**src/rtl/bfba_pkg.sv**
```systemverilog
// ----------------------------------------------------------------------------
// Best-fit block allocator package
// Table sizing, header size, status codes, controller states and the
// command/status bundles between the controller and the datapath.
// ----------------------------------------------------------------------------
package bfba_pkg;

    localparam int HEADER_BYTES   = 8;
    localparam int MAX_BLOCKS     = 64;
    localparam int POOL_MAX_BYTES = 65536;

    localparam int IDX_W = $clog2(MAX_BLOCKS);
    localparam int CNT_W = IDX_W + 1;

    localparam logic KIND_ALLOC = 1'b0;
    localparam logic KIND_FREE  = 1'b1;

    typedef logic [16:0] addr_t;

    typedef enum logic [1:0] {
        ST_OK      = 2'd0,
        ST_NOFIT   = 2'd1,
        ST_BADFREE = 2'd2,
        ST_FULL    = 2'd3
    } status_t;

    typedef enum logic [2:0] {
        S_INIT,
        S_IDLE,
        S_SCAN_A,
        S_SCAN_B,
        S_WR_SPLIT,
        S_WR_BEST,
        S_WR_FREE,
        S_RESULT
    } state_t;

    typedef enum logic {
        PH_FIND,
        PH_NEIGHBOR
    } phase_t;

    typedef struct packed {
        logic    accept;
        logic    scan_clear;
        logic    scan_rewind;
        logic    scan_en;
        phase_t  phase;
        logic    init;
        logic    wr_split;
        logic    wr_best;
        logic    wr_free;
        logic    result_load;
        status_t status;
    } cmd_t;

    typedef struct packed {
        logic cfg_wr;
        logic kind;
        logic null_off;
        logic scan_done;
        logic best_found;
        logic need_split;
        logic slot_found;
        logic me_ok;
        logic out_busy;
    } sts_t;

endpackage

```
**src/rtl/bfba_datapath.sv**
```systemverilog
// ----------------------------------------------------------------------------
// Best-fit block allocator datapath
// Block table memories, valid/used bits, table scan with trackers for the
// best fit, free slot and neighbors, table updates and the result register.
// ----------------------------------------------------------------------------
module bfba_datapath (
    input  logic              aclk,
    input  logic              aresetn,
    input  logic              cfg_valid,
    input  logic [16:0]       cfg_pool_size,
    input  logic              s_kind,
    input  logic [16:0]       s_request_size,
    input  logic [15:0]       s_block_offset,
    input  logic              m_ready,
    output logic              m_valid,
    output logic [15:0]       m_payload_offset,
    output logic [1:0]        m_status,
    input  bfba_pkg::cmd_t    cmd,
    output bfba_pkg::sts_t    sts
);
    import bfba_pkg::*;

    localparam logic [16:0] HDR17 = 17'(HEADER_BYTES);
    localparam logic [17:0] HDR18 = 18'(HEADER_BYTES);
    localparam logic [16:0] PMAX  = 17'(POOL_MAX_BYTES);

    logic [16:0] pool_reg;
    logic        kind_reg;
    logic [16:0] req_reg;
    logic [15:0] off_reg;

    addr_t start_mem [MAX_BLOCKS];
    addr_t len_mem   [MAX_BLOCKS];
    addr_t start_q_reg, len_q_reg;

    logic [MAX_BLOCKS-1:0] valid_reg, used_reg;
    logic [MAX_BLOCKS-1:0] drop_mask;

    logic [CNT_W-1:0] cnt_reg, cnt_next;
    logic             rd_pend_reg;
    logic [IDX_W-1:0] rd_idx_reg;
    logic             rd_go;

    logic             best_found_reg, best_found_next;
    logic [IDX_W-1:0] best_idx_reg, best_idx_next;
    addr_t            best_start_reg, best_start_next;
    addr_t            best_len_reg, best_len_next;
    logic             slot_found_reg, slot_found_next;
    logic [IDX_W-1:0] slot_idx_reg, slot_idx_next;
    logic             me_found_reg, me_found_next;
    logic [IDX_W-1:0] me_idx_reg, me_idx_next;
    addr_t            me_start_reg, me_start_next;
    addr_t            me_len_reg, me_len_next;
    logic             nb_found_reg, nb_found_next;
    logic [IDX_W-1:0] nb_idx_reg, nb_idx_next;
    addr_t            nb_len_reg, nb_len_next;
    logic             nb_used_reg, nb_used_next;
    logic             left_found_reg, left_found_next;
    logic [IDX_W-1:0] left_idx_reg, left_idx_next;
    addr_t            left_len_reg, left_len_next;

    logic             m_valid_reg;
    logic [15:0]      m_off_reg;
    status_t          m_status_reg;

    logic             q_valid, q_used;
    logic [17:0]      q_end, me_end;
    addr_t            pool_eff;
    logic             need_split, merge;
    addr_t            merged_len;

    logic             we_start, we_len;
    logic [IDX_W-1:0] wr_idx;
    addr_t            wr_start, wr_len;

    assign pool_eff   = (pool_reg > PMAX) ? PMAX : pool_reg;
    assign q_valid    = valid_reg[rd_idx_reg];
    assign q_used     = used_reg[rd_idx_reg];
    assign q_end      = {1'b0, start_q_reg} + {1'b0, len_q_reg} + HDR18;
    assign me_end     = {1'b0, me_start_reg} + {1'b0, me_len_reg} + HDR18;
    assign need_split = ({1'b0, req_reg} + HDR18) < {1'b0, best_len_reg};
    assign merge      = nb_found_reg && !nb_used_reg;
    assign merged_len = merge ? me_len_reg + nb_len_reg + HDR17 : me_len_reg;
    assign rd_go      = cmd.scan_en && (cnt_reg < CNT_W'(MAX_BLOCKS));
    assign drop_mask  = (merge ? (MAX_BLOCKS'(1) << nb_idx_reg) : '0) |
                        (left_found_reg ? (MAX_BLOCKS'(1) << me_idx_reg) : '0);

    // configuration and captured request
    always_ff @(posedge aclk) begin
        if (!aresetn) begin
            pool_reg <= PMAX;
        end else if (cfg_valid) begin
            pool_reg <= cfg_pool_size;
        end
        if (cmd.accept) begin
            kind_reg <= s_kind;
            req_reg  <= s_request_size;
            off_reg  <= s_block_offset;
        end
    end

    // table write select
    always_comb begin
        we_start = 1'b0;
        we_len   = 1'b0;
        wr_idx   = '0;
        wr_start = HDR17;
        wr_len   = pool_eff - HDR17;
        if (cmd.init) begin
            we_start = 1'b1;
            we_len   = 1'b1;
        end else if (cmd.wr_split) begin
            we_start = 1'b1;
            we_len   = 1'b1;
            wr_idx   = slot_idx_reg;
            wr_start = best_start_reg + req_reg + HDR17;
            wr_len   = best_len_reg - req_reg - HDR17;
        end else if (cmd.wr_best) begin
            we_len   = 1'b1;
            wr_idx   = best_idx_reg;
            wr_len   = need_split ? req_reg : best_len_reg;
        end else if (cmd.wr_free) begin
            if (left_found_reg) begin
                we_len = 1'b1;
                wr_idx = left_idx_reg;
                wr_len = left_len_reg + merged_len + HDR17;
            end else if (merge) begin
                we_len = 1'b1;
                wr_idx = me_idx_reg;
                wr_len = merged_len;
            end
        end
    end

    always_ff @(posedge aclk) begin
        if (we_start) begin
            start_mem[wr_idx] <= wr_start;
        end
        if (we_len) begin
            len_mem[wr_idx] <= wr_len;
        end
        start_q_reg <= start_mem[cnt_reg[IDX_W-1:0]];
        len_q_reg   <= len_mem[cnt_reg[IDX_W-1:0]];
    end

    // valid and used bits
    always_ff @(posedge aclk) begin
        if (!aresetn) begin
            valid_reg <= '0;
            used_reg  <= '0;
        end else if (cmd.init) begin
            valid_reg <= MAX_BLOCKS'(pool_eff > HDR17);
            used_reg  <= '0;
        end else if (cmd.wr_split) begin
            valid_reg[slot_idx_reg] <= 1'b1;
            used_reg[slot_idx_reg]  <= 1'b0;
        end else if (cmd.wr_best) begin
            used_reg[best_idx_reg] <= 1'b1;
        end else if (cmd.wr_free) begin
            used_reg[me_idx_reg] <= 1'b0;
            // drop the absorbed right neighbor and the block merged into its left
            valid_reg <= valid_reg & ~drop_mask;
        end
    end

    // scan trackers
    always_comb begin
        best_found_next = best_found_reg;
        best_idx_next   = best_idx_reg;
        best_start_next = best_start_reg;
        best_len_next   = best_len_reg;
        slot_found_next = slot_found_reg;
        slot_idx_next   = slot_idx_reg;
        me_found_next   = me_found_reg;
        me_idx_next     = me_idx_reg;
        me_start_next   = me_start_reg;
        me_len_next     = me_len_reg;
        nb_found_next   = nb_found_reg;
        nb_idx_next     = nb_idx_reg;
        nb_len_next     = nb_len_reg;
        nb_used_next    = nb_used_reg;
        left_found_next = left_found_reg;
        left_idx_next   = left_idx_reg;
        left_len_next   = left_len_reg;
        if (rd_pend_reg) begin
            if (cmd.phase == PH_FIND) begin
                if (kind_reg == KIND_ALLOC) begin
                    if (q_valid && !q_used && len_q_reg >= req_reg &&
                        (!best_found_reg || len_q_reg < best_len_reg ||
                         (len_q_reg == best_len_reg && start_q_reg < best_start_reg))) begin
                        best_found_next = 1'b1;
                        best_idx_next   = rd_idx_reg;
                        best_start_next = start_q_reg;
                        best_len_next   = len_q_reg;
                    end
                    if (!q_valid && !slot_found_reg) begin
                        slot_found_next = 1'b1;
                        slot_idx_next   = rd_idx_reg;
                    end
                end else if (q_valid && !me_found_reg && start_q_reg == {1'b0, off_reg}) begin
                    me_found_next = 1'b1;
                    me_idx_next   = rd_idx_reg;
                    me_start_next = start_q_reg;
                    me_len_next   = len_q_reg;
                end
            end else begin
                if (q_valid && !nb_found_reg && {1'b0, start_q_reg} == me_end) begin
                    nb_found_next = 1'b1;
                    nb_idx_next   = rd_idx_reg;
                    nb_len_next   = len_q_reg;
                    nb_used_next  = q_used;
                end
                if (q_valid && !q_used && !left_found_reg && rd_idx_reg != me_idx_reg &&
                    q_end == {1'b0, me_start_reg}) begin
                    left_found_next = 1'b1;
                    left_idx_next   = rd_idx_reg;
                    left_len_next   = len_q_reg;
                end
            end
        end
        if (cmd.scan_clear) begin
            best_found_next = 1'b0;
            slot_found_next = 1'b0;
            me_found_next   = 1'b0;
        end
        if (cmd.scan_clear || cmd.scan_rewind) begin
            nb_found_next   = 1'b0;
            left_found_next = 1'b0;
        end
        if (cmd.scan_clear || cmd.scan_rewind) begin
            cnt_next = '0;
        end else if (rd_go) begin
            cnt_next = cnt_reg + 1'b1;
        end else begin
            cnt_next = cnt_reg;
        end
    end

    always_ff @(posedge aclk) begin
        if (!aresetn) begin
            cnt_reg        <= '0;
            rd_pend_reg    <= 1'b0;
            best_found_reg <= 1'b0;
            slot_found_reg <= 1'b0;
            me_found_reg   <= 1'b0;
            nb_found_reg   <= 1'b0;
            left_found_reg <= 1'b0;
        end else begin
            cnt_reg        <= cnt_next;
            rd_pend_reg    <= rd_go;
            best_found_reg <= best_found_next;
            slot_found_reg <= slot_found_next;
            me_found_reg   <= me_found_next;
            nb_found_reg   <= nb_found_next;
            left_found_reg <= left_found_next;
        end
        rd_idx_reg     <= cnt_reg[IDX_W-1:0];
        best_idx_reg   <= best_idx_next;
        best_start_reg <= best_start_next;
        best_len_reg   <= best_len_next;
        slot_idx_reg   <= slot_idx_next;
        me_idx_reg     <= me_idx_next;
        me_start_reg   <= me_start_next;
        me_len_reg     <= me_len_next;
        nb_idx_reg     <= nb_idx_next;
        nb_len_reg     <= nb_len_next;
        nb_used_reg    <= nb_used_next;
        left_idx_reg   <= left_idx_next;
        left_len_reg   <= left_len_next;
    end

    // result register: hold until the transfer completes
    always_ff @(posedge aclk) begin
        if (!aresetn) begin
            m_valid_reg <= 1'b0;
        end else if (cmd.result_load) begin
            m_valid_reg <= 1'b1;
        end else if (m_ready) begin
            m_valid_reg <= 1'b0;
        end
        if (cmd.result_load) begin
            m_status_reg <= cmd.status;
            m_off_reg    <= (cmd.status == ST_OK && kind_reg == KIND_ALLOC) ?
                            best_start_reg[15:0] : 16'd0;
        end
    end

    assign m_valid          = m_valid_reg;
    assign m_payload_offset = m_off_reg;
    assign m_status         = m_status_reg;

    assign sts.cfg_wr     = cfg_valid;
    assign sts.kind       = kind_reg;
    assign sts.null_off   = (s_kind == KIND_FREE) && (s_block_offset == 16'd0);
    assign sts.scan_done  = !rd_pend_reg && (cnt_reg == CNT_W'(MAX_BLOCKS));
    assign sts.best_found = best_found_reg;
    assign sts.need_split = need_split;
    assign sts.slot_found = slot_found_reg;
    assign sts.me_ok      = me_found_reg && used_reg[me_idx_reg];
    assign sts.out_busy   = m_valid_reg && !m_ready;

endmodule

```
**src/rtl/bfba_ctrl.sv**
```systemverilog
// ----------------------------------------------------------------------------
// Best-fit block allocator controller
// Sequences table init, the find scan, the neighbor scan, table writes and
// the result handoff.
// ----------------------------------------------------------------------------
module bfba_ctrl (
    input  logic           aclk,
    input  logic           aresetn,
    input  logic           s_valid,
    output logic           s_ready,
    input  bfba_pkg::sts_t sts,
    output bfba_pkg::cmd_t cmd
);
    import bfba_pkg::*;

    state_t  state_reg, state_next;
    logic    init_pending_reg, init_pending_next;
    status_t status_reg, status_next;

    assign s_ready = (state_reg == S_IDLE) && !init_pending_reg;

    always_ff @(posedge aclk) begin
        if (!aresetn) begin
            state_reg        <= S_INIT;
            init_pending_reg <= 1'b0;
            status_reg       <= ST_OK;
        end else begin
            state_reg        <= state_next;
            init_pending_reg <= init_pending_next;
            status_reg       <= status_next;
        end
    end

    always_comb begin
        state_next  = state_reg;
        status_next = status_reg;
        cmd         = '0;
        cmd.phase   = PH_FIND;
        cmd.status  = status_reg;
        if (sts.cfg_wr) begin
            init_pending_next = 1'b1;
        end else if (state_reg == S_INIT) begin
            init_pending_next = 1'b0;
        end else begin
            init_pending_next = init_pending_reg;
        end
        unique case (state_reg)
            S_INIT: begin
                cmd.init   = 1'b1;
                state_next = S_IDLE;
            end
            S_IDLE: begin
                if (init_pending_reg) begin
                    state_next = S_INIT;
                end else if (s_valid) begin
                    cmd.accept     = 1'b1;
                    cmd.scan_clear = 1'b1;
                    if (sts.null_off) begin
                        status_next = ST_BADFREE;
                        state_next  = S_RESULT;
                    end else begin
                        state_next = S_SCAN_A;
                    end
                end
            end
            S_SCAN_A: begin
                cmd.scan_en = 1'b1;
                if (sts.scan_done) begin
                    if (sts.kind == KIND_ALLOC) begin
                        if (!sts.best_found) begin
                            status_next = ST_NOFIT;
                            state_next  = S_RESULT;
                        end else if (sts.need_split && !sts.slot_found) begin
                            status_next = ST_FULL;
                            state_next  = S_RESULT;
                        end else if (sts.need_split) begin
                            state_next = S_WR_SPLIT;
                        end else begin
                            state_next = S_WR_BEST;
                        end
                    end else if (!sts.me_ok) begin
                        status_next = ST_BADFREE;
                        state_next  = S_RESULT;
                    end else begin
                        cmd.scan_rewind = 1'b1;
                        state_next      = S_SCAN_B;
                    end
                end
            end
            S_SCAN_B: begin
                cmd.scan_en = 1'b1;
                cmd.phase   = PH_NEIGHBOR;
                if (sts.scan_done) begin
                    state_next = S_WR_FREE;
                end
            end
            S_WR_SPLIT: begin
                cmd.wr_split = 1'b1;
                state_next   = S_WR_BEST;
            end
            S_WR_BEST: begin
                cmd.wr_best = 1'b1;
                status_next = ST_OK;
                state_next  = S_RESULT;
            end
            S_WR_FREE: begin
                cmd.wr_free = 1'b1;
                status_next = ST_OK;
                state_next  = S_RESULT;
            end
            S_RESULT: begin
                if (!sts.out_busy) begin
                    cmd.result_load = 1'b1;
                    state_next      = S_IDLE;
                end
            end
            default: begin
                state_next = S_INIT;
            end
        endcase
    end

    a_load_when_free: assert property (@(posedge aclk) disable iff (!aresetn)
        cmd.result_load |-> !sts.out_busy)
        else $error("result loaded over an unsent result");

    a_accept_next: assert property (@(posedge aclk) disable iff (!aresetn)
        (s_valid && s_ready) |=> (state_reg == S_SCAN_A || state_reg == S_RESULT))
        else $error("accepted request not processed");

    a_cfg_init: assert property (@(posedge aclk) disable iff (!aresetn)
        (sts.cfg_wr && state_reg == S_IDLE) |=> !s_ready)
        else $error("request taken before table re-init");

endmodule

```
**src/rtl/best_fit_block_allocator.sv**
```systemverilog
// ----------------------------------------------------------------------------
// Best-fit block allocator
// Allocates and frees blocks of a byte pool with best fit and coalescing.
// ----------------------------------------------------------------------------
// Usage:
//   cfg_valid/cfg_ready/cfg_pool_size sets the pool size; cfg_ready is always
//   high. Each write rebuilds the table as one free block (none if pool <= 8).
//   s_* carries one request (allocate or free); m_* returns one result per
//   request: payload offset and status.
//   Scan: an allocate is one full pass over the 64-entry block table, read
//   one entry per cycle from the table memory's single read port; a free
//   takes a pass to find the block and a second pass for its neighbors
//   (one pass for a bad offset); a null free answers with no pass.
//   One request is in flight at a time; the next is taken once the result
//   of the last one is loaded into the output register.
//   Reset: the table holds one free block covering the 65536-byte pool; the
//   rebuild runs in the first cycle after reset, then s_ready rises.
//   Stall: a finished result holds in the output register until m_ready;
//   the next request may be taken meanwhile and waits in its final state.
// ----------------------------------------------------------------------------
module best_fit_block_allocator (
    input  logic        aclk,
    input  logic        aresetn,
    input  logic        cfg_valid,
    output logic        cfg_ready,
    input  logic [16:0] cfg_pool_size,
    input  logic        s_valid,
    output logic        s_ready,
    input  logic        s_kind,
    input  logic [16:0] s_request_size,
    input  logic [15:0] s_block_offset,
    output logic        m_valid,
    input  logic        m_ready,
    output logic [15:0] m_payload_offset,
    output logic [1:0]  m_status
);
    import bfba_pkg::*;

    cmd_t cmd;
    sts_t sts;

    assign cfg_ready = 1'b1;

    bfba_ctrl u_ctrl (
        .aclk    (aclk),
        .aresetn (aresetn),
        .s_valid (s_valid),
        .s_ready (s_ready),
        .sts     (sts),
        .cmd     (cmd)
    );

    bfba_datapath u_datapath (
        .aclk             (aclk),
        .aresetn          (aresetn),
        .cfg_valid        (cfg_valid),
        .cfg_pool_size    (cfg_pool_size),
        .s_kind           (s_kind),
        .s_request_size   (s_request_size),
        .s_block_offset   (s_block_offset),
        .m_ready          (m_ready),
        .m_valid          (m_valid),
        .m_payload_offset (m_payload_offset),
        .m_status         (m_status),
        .cmd              (cmd),
        .sts              (sts)
    );

endmodule

```
**config.mk**
```make
export PLATFORM = sky130hd
export DESIGN_NAME = best_fit_block_allocator
export DESIGN_NICKNAME = d
export VERILOG_FILES = /design/src/rtl/bfba_pkg.sv /design/src/rtl/bfba_datapath.sv /design/src/rtl/bfba_ctrl.sv /design/src/rtl/best_fit_block_allocator.sv
export SDC_FILE = /design/constraint.sdc
export NUM_CORES = 2
export LEC_CHECK = 0
export BUFFER_PORTS_ARGS = -buffer_cell sky130_fd_sc_hd__buf_2
export CORE_ASPECT_RATIO = 1.1
export CORE_MARGIN = 4
export CORE_UTILIZATION = 50
export DETAILED_ROUTE_END_ITERATION = 16
export HOLD_SLACK_MARGIN = 0.1
export PLACE_DENSITY_LB_ADDON = 0.15
export SYNTH_ARGS = -nofsm -noshare
export SYNTH_HDL_FRONTEND = slang
export SYNTH_SLANG_ARGS = --single-unit
```
**constraint.sdc**
```tcl
create_clock -name aclk -period 6.9 [get_ports aclk]
set_input_delay 1.035 -clock aclk [delete_from_list [all_inputs] [get_ports aclk]]
set_output_delay 1.035 -clock aclk [all_outputs]
set_load 0.02 [all_outputs]
```
[Word level (Yosys, flattened, before mapping)]
Memory sizes are Yosys's and may differ from the RTL's. A register that Yosys moved wholly into a read port is not among the register bits.
Index checks and enable logic that the tools add are counted.
Operators by class
  order comparisons: 14
  reduce and logical (&&, ||, !) cells: 61
  shifts and indexed selects: 2
  equality and inequality tests: 24
  bitwise operators: 12
  add/sub/neg operators: 15
  mux-type cells: 90
Operators with widths (count)
  $mux W64: 8
  $and A64 B64 Y64: 3
  $not A64 Y64: 3
  $or A64 B64 Y64: 3
  $mux W17: 11
  $shl A1 B6 Y64 const A: 2
  $add A17 B17 Y17: 3
  $add A17 B4 Y17 const B: 3
  $add A17 B17 Y18: 2
  $add A18 B4 Y18 const B: 2
  $mux W1: 36
  $mux W6: 6
  $lt A17 B17 Y1: 2
  $sub A17 B4 Y17 const B: 2
  $mux W3: 10
  $lt A6 B7 Y1 const B: 4
  $logic_and A1 B1 Y1: 24
  $mux W2: 11
  $pmux W3 S7: 1
  $add A17 B4 Y18 const B: 1
  $bmux W1 S6: 3
  $demux W1 S6: 3
  $eq A17 B18 Y1: 1
  $eq A18 B17 Y1: 1
  other kinds (35): 73
Storage, ports and cells
  memories kept: 2
  register bits: 356
  RAM bits: 2176
  logic and storage cells: 253
  bits of input ports: 56
Memory list
  u_datapath.len_mem: depth 64, width 17, rd ports 1, clocked after Yosys merged registers in 1, wr ports 1, line bfba_datapath.sv:33  | addr_t len_mem [MAX_BLOCKS];
  u_datapath.start_mem: depth 64, width 17, rd ports 1, clocked after Yosys merged registers in 1, wr ports 1, line bfba_datapath.sv:32  | addr_t start_mem [MAX_BLOCKS];

[Depth between registers and ports, before layout]
  depth after elaboration: 10
  mapped depth: 23

[Modules after synthesis]
A second synthesis with hierarchy kept.
Second synthesis, totals
  cells, all modules: 6098
  area total of the unflattened synthesis: 108861.9 µm²
Modules (own cells, without submodules)
  bfba_datapath: cells each 6025, sequential area each 74881.8 µm², instances 1, area each 108285.1 µm²
  bfba_ctrl: cells each 71, sequential area each 120.1 µm², instances 1, area each 565.5 µm²
  best_fit_block_allocator: cells each 2, sequential area each 0.0 µm², instances 1, area each 11.3 µm²

[Worst setup path after synthesis]
OpenSTA, ideal clock, no wires.
  path kind: register -> register
  start point: reg u_datapath.me_len_reg[1]
  end point: mem u_datapath.len_mem[0][10] (netlist name) (data pin)
  cell stages (with the launch flop): 21
  clock period less this slack: 7.311 ns
  data required time: 6.160 ns
  buffers on the path: 0
  path slack: -0.411 ns
  library setup time: 0.740 ns
  arrival time: 6.571 ns
  cells stage by stage: edfxtp_1 -> ha_1 -> ha_1 -> fa_1 -> a21o_1 -> a21oi_1 -> o21bai_1 -> a21oi_1 -> xor2_1 -> o21ai_0 -> ha_1 -> ha_1 -> o21a_1 -> nor2_1 -> a21oi_1 -> a21o_1 -> a21oi_1 -> xnor2_1 -> a22o_1 -> a221oi_1 -> a221oi_1
On the way
  word-level cells in the longest chain between the ends: 10
  elaborated cells between the ends (all ways): 11
  those cells by class: 4 x add/sub; 7 x mux
RTL lines
  from (decl): line bfba_datapath.sv:53  | addr_t me_len_reg, me_len_next;
  from (signal assigned): line bfba_datapath.sv:264  | me_len_reg <= me_len_next;
  $add A17 B17 Y17: line bfba_datapath.sv:83  | assign merged_len = merge ? me_len_reg + nb_len_reg + HDR17 : me_len_reg;
  $add A17 B4 Y17: line bfba_datapath.sv:83
  $mux W17 (*): line bfba_datapath.sv:83
  $add A17 B17 Y17: line bfba_datapath.sv:126  | wr_len = left_len_reg + merged_len + HDR17;
  $add A17 B4 Y17: line bfba_datapath.sv:126
  $mux W17 (*): line bfba_datapath.sv:123  | if (left_found_reg) begin
  $mux W17 (*): line bfba_datapath.sv:122  | end else if (cmd.wr_free) begin
  $mux W17 (*): line bfba_datapath.sv:118  | end else if (cmd.wr_best) begin
  $mux W17 (*): line bfba_datapath.sv:112  | end else if (cmd.wr_split) begin
  $mux W17 (*): line bfba_datapath.sv:109  | if (cmd.init) begin
  named net u_datapath.wr_len[10]: line bfba_datapath.sv:74  | addr_t wr_start, wr_len;
  to (decl): line bfba_datapath.sv:33
The timed path passes the listed nets; every way through them passes the cells marked *.

[Worst setup path in the final report]
  start point: reg u_datapath.me_len_reg[1]
  end point: mem u_datapath.len_mem[46][14] (netlist name) (data pin)
Same word-level chain as after synthesis.

==> results.toml <==
[placement]
gp_congestion = 0.9696
place_area_mm2 = 0.1142
io_buffers = 75
place_ws_ps = 604.8
dp_hpwl_um = 192800

[synth]
yosysTopAreaCell = "edfxtp_1"
yosysSeqAreaShare_pct = 68.98
synthTopCellsByCount = "edfxtp_1, mux4_2, nor2_1"
yosysTopAreaCellShare_pct = 65.21
avgSynthCellArea_um2 = 17.90
synthCells = 6074
synth_top_family_by_area = "multiplexers"
synth_flop_cell = "edfxtp_1"
synthAdderAreaFrac_pct = 3.114
synth_xor_area_share_pct = 1.176
synth_compound_area_share_pct = 4.884
synth-edff-count = 2361
synthArstFlopShare_pct = 0
ys_types = 82
muxShareOfSynthArea_pct = 16.00
synth-seq-cells = 2566
syn_nets = 6397
synth-simple-area-share_pct = 4.255
yosysMostFrequentCell = "edfxtp_1"
synthTopCellsByArea = "edfxtp_1, mux4_2, dfxtp_1"
netlist_area_mm2 = 0.1087
yosysWarnings = 0

[worst_setup_path]
critPathBufInv = 0
crit_fanout = 64
end_kind = "flip-flop"
crit_start = "u_datapath.me_len_reg[1]"
rr_endpoint = "u_datapath.len_mem[46][14]"
critical_path_depth = 21
crit_path_end = "u_datapath.len_mem[46][14]"
cpPeakStageDelay_ps = 920
critical_path.cell_chain = "ha_1, ha_1, fa_1, a21o_1, a21oi_1, o21bai_1, a21oi_1, o21bai_1, xnor2_1, o21ai_0, ha_1, ha_1, a21oi_1, o21ai_0, a22o_1, a31oi_1, nor2b_1, xnor2_1, o221ai_1, a31oi_1, or3_2"
rr_startpoint = "u_datapath.me_len_reg[1]"
crit_top_cell = "ha_1"
reg2reg_slack_ps = 520
reg2reg_depth = 21
crit_required_ps = 7450
cp_top_family = "compound AO/OA/AOI/OAI gates"
arrival_ps = 6930
path_class = "flip-flop to flip-flop"
slowest_stage = "or3_2"
start_kind = "flip-flop"

[clocking]
clk_path_buf_depth = 4
numCtsBuffers = 275
htree_levels = 5
cts-resized-gates = 0
cts_setup_buffers = 0
ctsHoldBuffers = 0
clk-insertion-delay-late_ps = 930
clock_sinks = 2566
root_buffer = "clkbuf_16"
clk_pin_slew_worst_paths_ps = 60
tritoncts = "yes"

[floorplanning]
dieArea_mm2 = 0.2250
die_w_um = 452.6
initial_core_util_pct = 50.26
die_height_um = 497.1
core_mm2 = 0.2164
rows = 179
ios = 77

[global_route]
grt_pass1_vias = 60281
grt_pass1_wl_um = 440900
overflow = 0
antenna_found_initial = 27
track_usage_pct = 27.28
grt_max_degree = 137

[power_and_ir_drop]
power.total_mw = 38.74
p_leak_nw = 38.75
p_per_area_mw_per_mm2 = 315.8
peakVddDrop_v = 0.0003113

[sta]
rsz0062_at_grt = "no"
tns_ps = 0
hold_violations = 0
max_freq_mhz = 156.6
worst_clock_skew_ps = 48.16
fin_crit_ps = 6385
slew_headroom_pct = 6.730
period_share_pct = 92.54
final_max_slew_viol_count = 0
worst_pin_slew_ps = 1394
finalWorstSetupSlack_ps = 515.1
finalSetupViolCount = 0
whs_ps = 292.5

[cells_and_area]
area_growth_pct = 12.82
final_net_count = 6661
drive_above_1_share_pct = 24.65
largestRegisters = "u_datapath.len_mem: 1088 flops, u_datapath.start_mem: 1088 flops"
design_area_mm2 = 0.1227

[drt]
wirelength_um = 307000
via_count = 60495
initialDrtViolationCount = 7796
avgViaCountPerCell = 6.411
firstDrtPassIters = 6
routedWlPerCell_um = 32.54
drc = 0
ant_nets = 0

[outcome]
status = "finished clean"

[hold_path]
min_path_type = "input pin to flip-flop"

[flow_run]
cap_violations = 0
==> power by group <==
group	total [mW]	switching, mW	internal [mW]
registers	18.2	0.330	17.9
clock network	14.1	5.83	8.27
logic	6.42	3.98	2.45
==> cells by family after synthesis <==
kind of cell	after synthesis
compound gates	849
mux	810
flops	2566
buf+inv	452
other cells	1
fa+ha+maj	267
simple gates	983
xor+xnor	146
==> cells in the final DEF, fill, tap and decap left out, types with 63 or more instances in the layout <==
master	netlist	final
edfxtp_1	2361	2361
mux4_2	742	742
clkbuf_16	0	282
ha_1	261	261
a21oi_1	257	253
nand2_1	240	239
buf_4	1	230
nor2_1	355	224
dfxtp_1	205	197
o21ai_0	138	137
inv_1	121	121
nor2_2	0	104
a211oi_1	81	81
xnor2_1	79	79
buf_2	8	75
o22ai_1	69	69
xor2_1	67	67
clkinv_1	0	67
nor2b_1	67	66
mux2i_1	64	63
==> layout make-up <==
class,count,area [um2]
repair buffers,316,2322
multi-input cells,3056,32760
inverters,123,461.7
fillers,16399,93680
diodes,9,22.52
clock inverters,129,1104
clock buffers,341,7358
flip-flops and latches,2566,75020
well taps,2896,3623
==> through the flow <==
step | std cells | utilization (%)
after floorplan | 6074 | -
after CTS | 9427 | 56.69
after detailed placement | 8957 | 52.78
final | 9436 | 56.70
after global routing | 9432 | 56.70
after global placement | 8957 | 52.78
==> worst min-delay path by stage <==
stage	from	to	slack (ps)	depth (start not counted)
after floorplan	u_datapath.cnt_reg[2]	u_datapath.rd_idx_reg[2]	330	0
after detailed placement	u_ctrl.status_reg[1]	u_datapath.m_status[1]	460	0
final	s_request_size[14]	u_datapath.req_reg[14]	290	1
after global placement	u_ctrl.status_reg[1]	u_datapath.m_status[1]	450	0
after global routing	s_request_size[15]	u_datapath.req_reg[15]	250	1
after CTS	s_request_size[15]	u_datapath.req_reg[15]	230	1
==> metal layers <==
metal	routed length (um)	up-vias	part of all wire (%)	GRT usage (%)
met2	144200	2836	47	42.34
met3	26620	553	8.7	5.758
met1	124900	31909	41	38.82
li1	-	25189	-	-
met4	11240	8	3.7	9.231
met5	48	-	0.016	0
No activity file was read; power rests on OpenSTA's default activity.
